$ cat src/ksa_ram.sv
module ksa_ram #(
	parameter int WIDTH = 8,
	parameter int DEPTH = 16
) (
	input  logic                                   clk,
	input  logic                                   we,
	input  logic [(DEPTH > 1 ? $clog2(DEPTH) : 1)-1:0] waddr,
	input  logic [WIDTH-1:0]                       wdata,
	input  logic [(DEPTH > 1 ? $clog2(DEPTH) : 1)-1:0] raddr,
	output logic [WIDTH-1:0]                       rdata
);
	logic [WIDTH-1:0] mem [DEPTH];

	always_ff @(posedge clk) begin
		if (we) begin
			mem[waddr] <= wdata;
		end
		rdata <= mem[raddr];
	end
endmodule

$ cat config.mk
export PLATFORM = sky130hd
export DESIGN_NAME = ksa_ram
export DESIGN_NICKNAME = d
export VERILOG_FILES = /design/src/ksa_ram.sv
export SDC_FILE = /design/constraint.sdc
export NUM_CORES = 1
export LEC_CHECK = 0
export BUFFER_PORTS_ARGS = -buffer_cell sky130_fd_sc_hd__buf_2
export CAP_MARGIN = 20
export CORE_MARGIN = 2
export CORE_UTILIZATION = 35
export DETAILED_ROUTE_END_ITERATION = 6
export MAX_ROUTING_LAYER = met4
export PLACE_DENSITY = 0.56
export SETUP_SLACK_MARGIN = 0.15
export SYNTH_ARGS = -nofsm -noshare
export SYNTH_HDL_FRONTEND = slang
export SYNTH_SLANG_ARGS = --single-unit
$ cat constraint.sdc
create_clock -name clk -period 3.8 [get_ports clk]
set_input_delay 0.76 -clock clk [delete_from_list [all_inputs] [get_ports clk]]
set_output_delay 0.76 -clock clk [all_outputs]
set_load 0.1 [all_outputs]
==> results.py, run 1 <==
metrics = {
    "clock_network": {
        "cts_resized": 0,
        "cts_hold_buf": 0,
        "cts_buffers": 17,
        "clk_latency_ns": 0.42,
        "cts_tree": "done",
        "root_buffer": "clkbuf_16",
        "cts_htree_levels": 4,
        "post-cts-setup-buffers": 0,
        "clock-sinks": 136,
        "cts_buffer_depth": 2,
        "path_clk_slew_ns": 0.05,
    },
    "critical_path": {
        "path_class": "in -> reg",
        "endpoint_kind": "register",
        "cp_max_fo": 17,
        "cp_slowest_cell": "mux4_1",
        "slowest_delay_ns": 0.57,
        "cp-start-kind": "primary input",
        "worstPathRequired_ns": 4.10,
        "path_cells": "buf_2 > buf_4 > mux4_1 > a22oi_1 > nand2_1",
        "arrival_ns": 2.53,
    },
    "grt": {
        "antenna_found_initial": 0,
        "grt_pass1_wl_um": 15440,
        "grt_max_degree": 33,
        "use_met3": 0.05862,
        "busiest_layer": "met2",
        "grt_util_met1": 0.1835,
        "grt_pass1_vias": 2492,
        "use_met2": 0.2078,
        "grt_use_total": 0.1437,
        "grt_overflow": 0,
    },
    "sta": {
        "fmaxAchievable_mhz": 447.8,
        "setup-violations-final": 0,
        "rsz0062_at_grt": "no",
        "tightest_slew_ns": 0.9523,
        "period_share": 0.5877,
        "timing.hold.ws_ns": 0.6726,
        "tns_ns": 0,
        "min_period_ns": 2.233,
        "hold_violations": 0,
        "maxSlewViolCount": 0,
        "slew_headroom": 0.3628,
        "fin_skew_ns": 0.005228,
    },
    "pwr": {
        "powerDensity_nw_per_um2": 596.6,
        "p_total_mw": 3.627,
        "p_leak_nw": 2.029,
        "vdd_drop_max_v": 0.0004803,
    },
    "die": {
        "initial_utilization": 0.3569,
        "io_pins": 26,
        "core_um2": 14420,
        "die_h_um": 125.3,
        "num_rows": 44,
        "die_x_um": 125.3,
        "die_area_um2": 15690,
    },
    "drt": {
        "drt-initial-drc-count": 228,
        "ant_nets": 0,
        "wl_per_cell_um": 21.37,
        "dr.pass1.iters": 4,
        "wl_um": 9958,
        "num_vias": 2366,
        "route.detailed.drc": 0,
        "avgViaCountPerCell": 5.077,
    },
    "layout": {
        "stdcell_count": 466,
        "final_util": 0.4215,
        "layout.nets": 287,
        "fillers": 1266,
        "area_growth_syn_to_layout_pct": 18.11,
        "antennaDiodeCount": 0,
        "drive_above_1_share": 0.2695,
    },
    "yosys": {
        "synthesis.nets": 247,
        "avgSynthCellArea_um2": 22.48,
        "synth_cells": 229,
        "syn_area_um2": 5147,
        "yosysSeqAreaShare": 0.7778,
        "ys_ff_latch": 136,
        "synth_edf_count": 128,
        "yosysUniqueCellTypes": 19,
        "ys.flop_type": "edfxtp_1",
        "synth_warnings": 0,
        "synth-async-reset-ratio": 0,
    },
    "status": {
        "outcome": "finished, final reports clean",
    },
    "flow_run": {
        "maxCapViolCount": 0,
    },
    "placed_design": {
        "dp_hpwl_um": 6372,
        "place_inst": 434,
        "gp_routability_congestion": 0.6647,
        "io_buffers": 25,
    },
    "min_path": {
        "hold_class": "reg -> reg",
    },
}
==> worst max-delay path, delay by kind of cell <==
family	cells	cell delay [ns]
buffers and inverters	2	0.77
muxes	1	0.57
AOI/OAI and AO/OA	1	0.32
and+or+nand+nor	1	0.09
==> worst paths after layout <==
kind	end	depth (start not counted)	startpoint	slack, ns
min	rdata[0]	3	mem[15][0]	0.67
max	rdata[3]	5	raddr[0]	1.57
min reg2reg	rdata[0]	3	mem[15][0]	0.67
max reg2reg	rdata[0]	3	mem[5][0]	2.37
==> cell usage after synthesis (all sizes together) (2+ instances only) <==
cell type / number / area, µm²
nand2: 9 / 33.78
nor3: 4 / 20.02
edfxtp: 128 / 3844
mux4: 32 / 773.2
buf: 7 / 56.30
a22oi: 16 / 120.1
nand2b: 2 / 12.51
nand3b: 2 / 15.01
dfxtp: 8 / 160.2
clkdlybuf4s25: 3 / 30.03
nor2: 13 / 48.80
==> routing by layer <==
layer  share of wire  routed length (µm)
met1            0.46                4548
met2            0.48                4766
met3           0.052                 519
met4           0.012                 123
met5               0                   0
==> state kept, by name, indices dropped and copies added, names as in the netlist <==
register,cells
mem,128
rdata,8
==> cell families (layout without fill, tap and decap cells) <==
| group | after synthesis | count (layout) | share of synthesized area |
|---|---|---|---|
| muxes | 32 | 32 | 0.1502 |
| DFF | 136 | 136 | 0.7778 |
| buffers and inverters | 10 | 63 | 0.01677 |
| AOI/OAI and AO/OA | 16 | 16 | 0.02334 |
| and+or+nand+nor | 35 | 35 | 0.03184 |
==> power breakdown <==
part	switching [mW]	internal, mW
Sequential	0.00963	1.68
Clock	0.565	1.15
Combinational	0.159	0.0617
Total	0.734	2.89
==> layout by cell type (no fill, tap or decap), drive strengths merged <==
master and n:
nand2b 2, and2 1, nor2b 1, nor2 13, a22oi 16, clkbuf 21
nand3 1, buf 31, mux4 32, nor3 4, edfxtp 128, clkinv 6
or3b 1, and2b 1, nand2 9, nand3b 2, dfxtp 8, bufinv 5
==> final cells by class <==
type	count	area (µm²)	area share
sequential	136	4004	0.6586
multi-input combinational	83	1057	0.1739
clock buffer	21	440.4	0.07244
tap	184	230.2	0.03787
clock inverter	11	177.7	0.02922
timing repair buffer	31	170.2	0.02799
==> metrics by stage <==
stage	cell area [µm²]	setup WS [ns]
after CTS	6080	1.592
after global placement	5461	1.144
after floorplan	5147	1.547
final	6080	1.567
after global routing	6080	1.467
after detailed placement	5461	1.148
(Power assumes the default switching activity.)
==> inputs of run 2 (changes only) <==
==> constraint.sdc (replaced) <==
create_clock -name clk -period 2.1 [get_ports clk]
set_input_delay 0.42 -clock clk [delete_from_list [all_inputs] [get_ports clk]]
set_output_delay 0.42 -clock clk [all_outputs]
set_load 0.1 [all_outputs]
==> run 2 against run 1 <==
Compared with the run above: clock-buffer cell count down 2; combinational power up 88%; critical endpoint is now rdata[6]; largest power group unchanged; sequential share of layout area down 2.1 points; wire length up 1.9%.
==> results.py, run 2 (synthesis gave the netlist of run 1 again) <==
metrics = {
    "layout": {
        "largest_reg_flops": 128,
        "final_common_cell": "edfxtp_1",
        "final_area_um2": 6282,
        "stdcell_count": 488,
        "reg_top3": "mem (128), rdata (8)",
        "area_growth_syn_to_layout_pct": 22.05,
        "layout.nets": 309,
        "drive_above_1_share": 0.3399,
        "final_cell_mix": "edfxtp_1 (128), buf_4 (26), buf_2 (25), mux4_2 (18), clkbuf_16 (17)",
        "final_util": 0.4355,
        "top_register": "mem",
    },
    "placed_design": {
        "gp_routability_congestion": 0.7438,
        "place_inst": 456,
        "io_buffers": 25,
        "dp_hpwl_um": 6775,
        "place_area_um2": 5652,
        "place_ws_ns": 0.1478,
    },
    "drt": {
        "ant_nets": 0,
        "avgViaCountPerCell": 5.029,
        "drt-initial-drc-count": 233,
        "dr.pass1.iters": 5,
        "route.detailed.drc": 0,
        "num_vias": 2454,
        "wl_um": 10150,
        "wl_per_cell_um": 20.79,
    },
    "flow_run": {
        "maxCapViolCount": 0,
    },
    "pwr": {
        "intPower_mw": 5.200,
        "switching_power_mw": 1.355,
        "clkPwrFrac": 0.471,
        "switching_share": 0.2067,
        "p_total_mw": 6.554,
        "powerDensity_nw_per_um2": 1043,
        "p_leak_nw": 2.152,
        "vdd_drop_max_v": 0.0006964,
        "combPwrFrac": 0.063,
        "seq_power_share": 0.466,
    },
    "critical_path": {
        "cpLargestDelayFamily": "buffers and inverters",
        "path_cells": "buf_2",
        "arrival_ns": 1.26,
        "worstPathRequired_ns": 1.68,
        "cp-start-kind": "register",
        "rrSetupSlack_ns": 0.69,
        "slowest_delay_ns": 0.45,
        "endpoint_kind": "output port",
        "cp_slowest_cell": "buf_2",
        "path_class": "reg -> out",
        "cp_num_buf_inv": 1,
        "cp_max_fo": 1,
    },
    "grt": {
        "antenna_found_initial": 1,
        "grt_max_degree": 24,
        "grt_overflow": 0,
        "grt_use_total": 0.1441,
        "grt_pass1_vias": 2549,
        "grt_pass1_wl_um": 15460,
    },
    "sta": {
        "timing.final.ws_setup_ns": 0.4226,
        "min_period_ns": 1.677,
        "timing.hold.ws_ns": 0.3870,
        "period_share": 0.7988,
        "maxSlewViolCount": 0,
        "setup-violations-final": 0,
        "rsz0062_at_grt": "no",
        "tightest_slew_ns": 0.5006,
        "fin_skew_ns": 0.01028,
        "slew_headroom": 0.6686,
        "fmaxAchievable_mhz": 596.2,
        "tns_ns": 0,
        "hold_violations": 0,
    },
    "clock_network": {
        "clock-sinks": 136,
        "cts_hold_buf": 0,
        "clk_latency_ns": 0.42,
        "path_clk_slew_ns": 0.06,
        "cts_htree_levels": 4,
        "cts_buffer_depth": 2,
        "cts_tree": "done",
        "root_buffer": "clkbuf_16",
        "post-cts-setup-buffers": 0,
        "cts_resized": 0,
        "cts_buffers": 17,
    },
    "die": {
        "core_um2": 14420,
        "initial_utilization": 0.3569,
        "num_rows": 44,
        "die_area_um2": 15690,
        "die_h_um": 125.3,
        "die_x_um": 125.3,
        "io_pins": 26,
    },
    "status": {
        "outcome": "finished, final reports clean",
    },
    "min_path": {
        "hold_class": "in -> reg",
    },
}
==> run 2: path summary, 6_finish.rpt <==
path | cells after the start | to | from
setup / recovery | 1 | rdata[6] | rdata[6]
hold / removal | 1 | mem[9][6] | wdata[6]
setup reg to reg | 3 | rdata[4] | mem[0][4]
hold reg to reg | 3 | rdata[3] | mem[8][3]
==> run 2: layer usage <==
layer	vias to the layer above	track usage	wire [µm]
met3	13	0.05092	705
met4	0	0.04314	93
met5	-	-	0
met2	74	0.2065	4868
li1	1100	-	-
met1	1267	0.1953	4477
==> run 2: layout make-up <==
type,instances,area [µm²]
fill,1265,8142
sequential,136,4004
multi-input combinational,83,1057
clock buffer,19,452.9
timing repair buffer,53,360.3
tap,184,230.2
clock inverter,12,175.2
antenna,1,2.502
==> run 2: power groups by stage <==
stage / sequential [mW] / clock, mW / combinational, mW
after global routing: 3.06 / 3.25 / 0.444
after global placement: 3.11 / 0 / 0.419
after CTS: 3.06 / 3.15 / 0.422
final: 3.06 / 3.08 / 0.415
after detailed placement: 3.11 / 0 / 0.422
after floorplan: 3.24 / 0 / 0.154
==> run 2: worst register-to-register path: cells and delay by family (launching register included) <==
kind | cells | cell delay [ns]
AO/OA/AOI/OAI | 1 | 0.37
AND/OR/NAND/NOR | 1 | 0.09
multiplexers | 1 | 0.45
flip-flops | 1 | 0.37
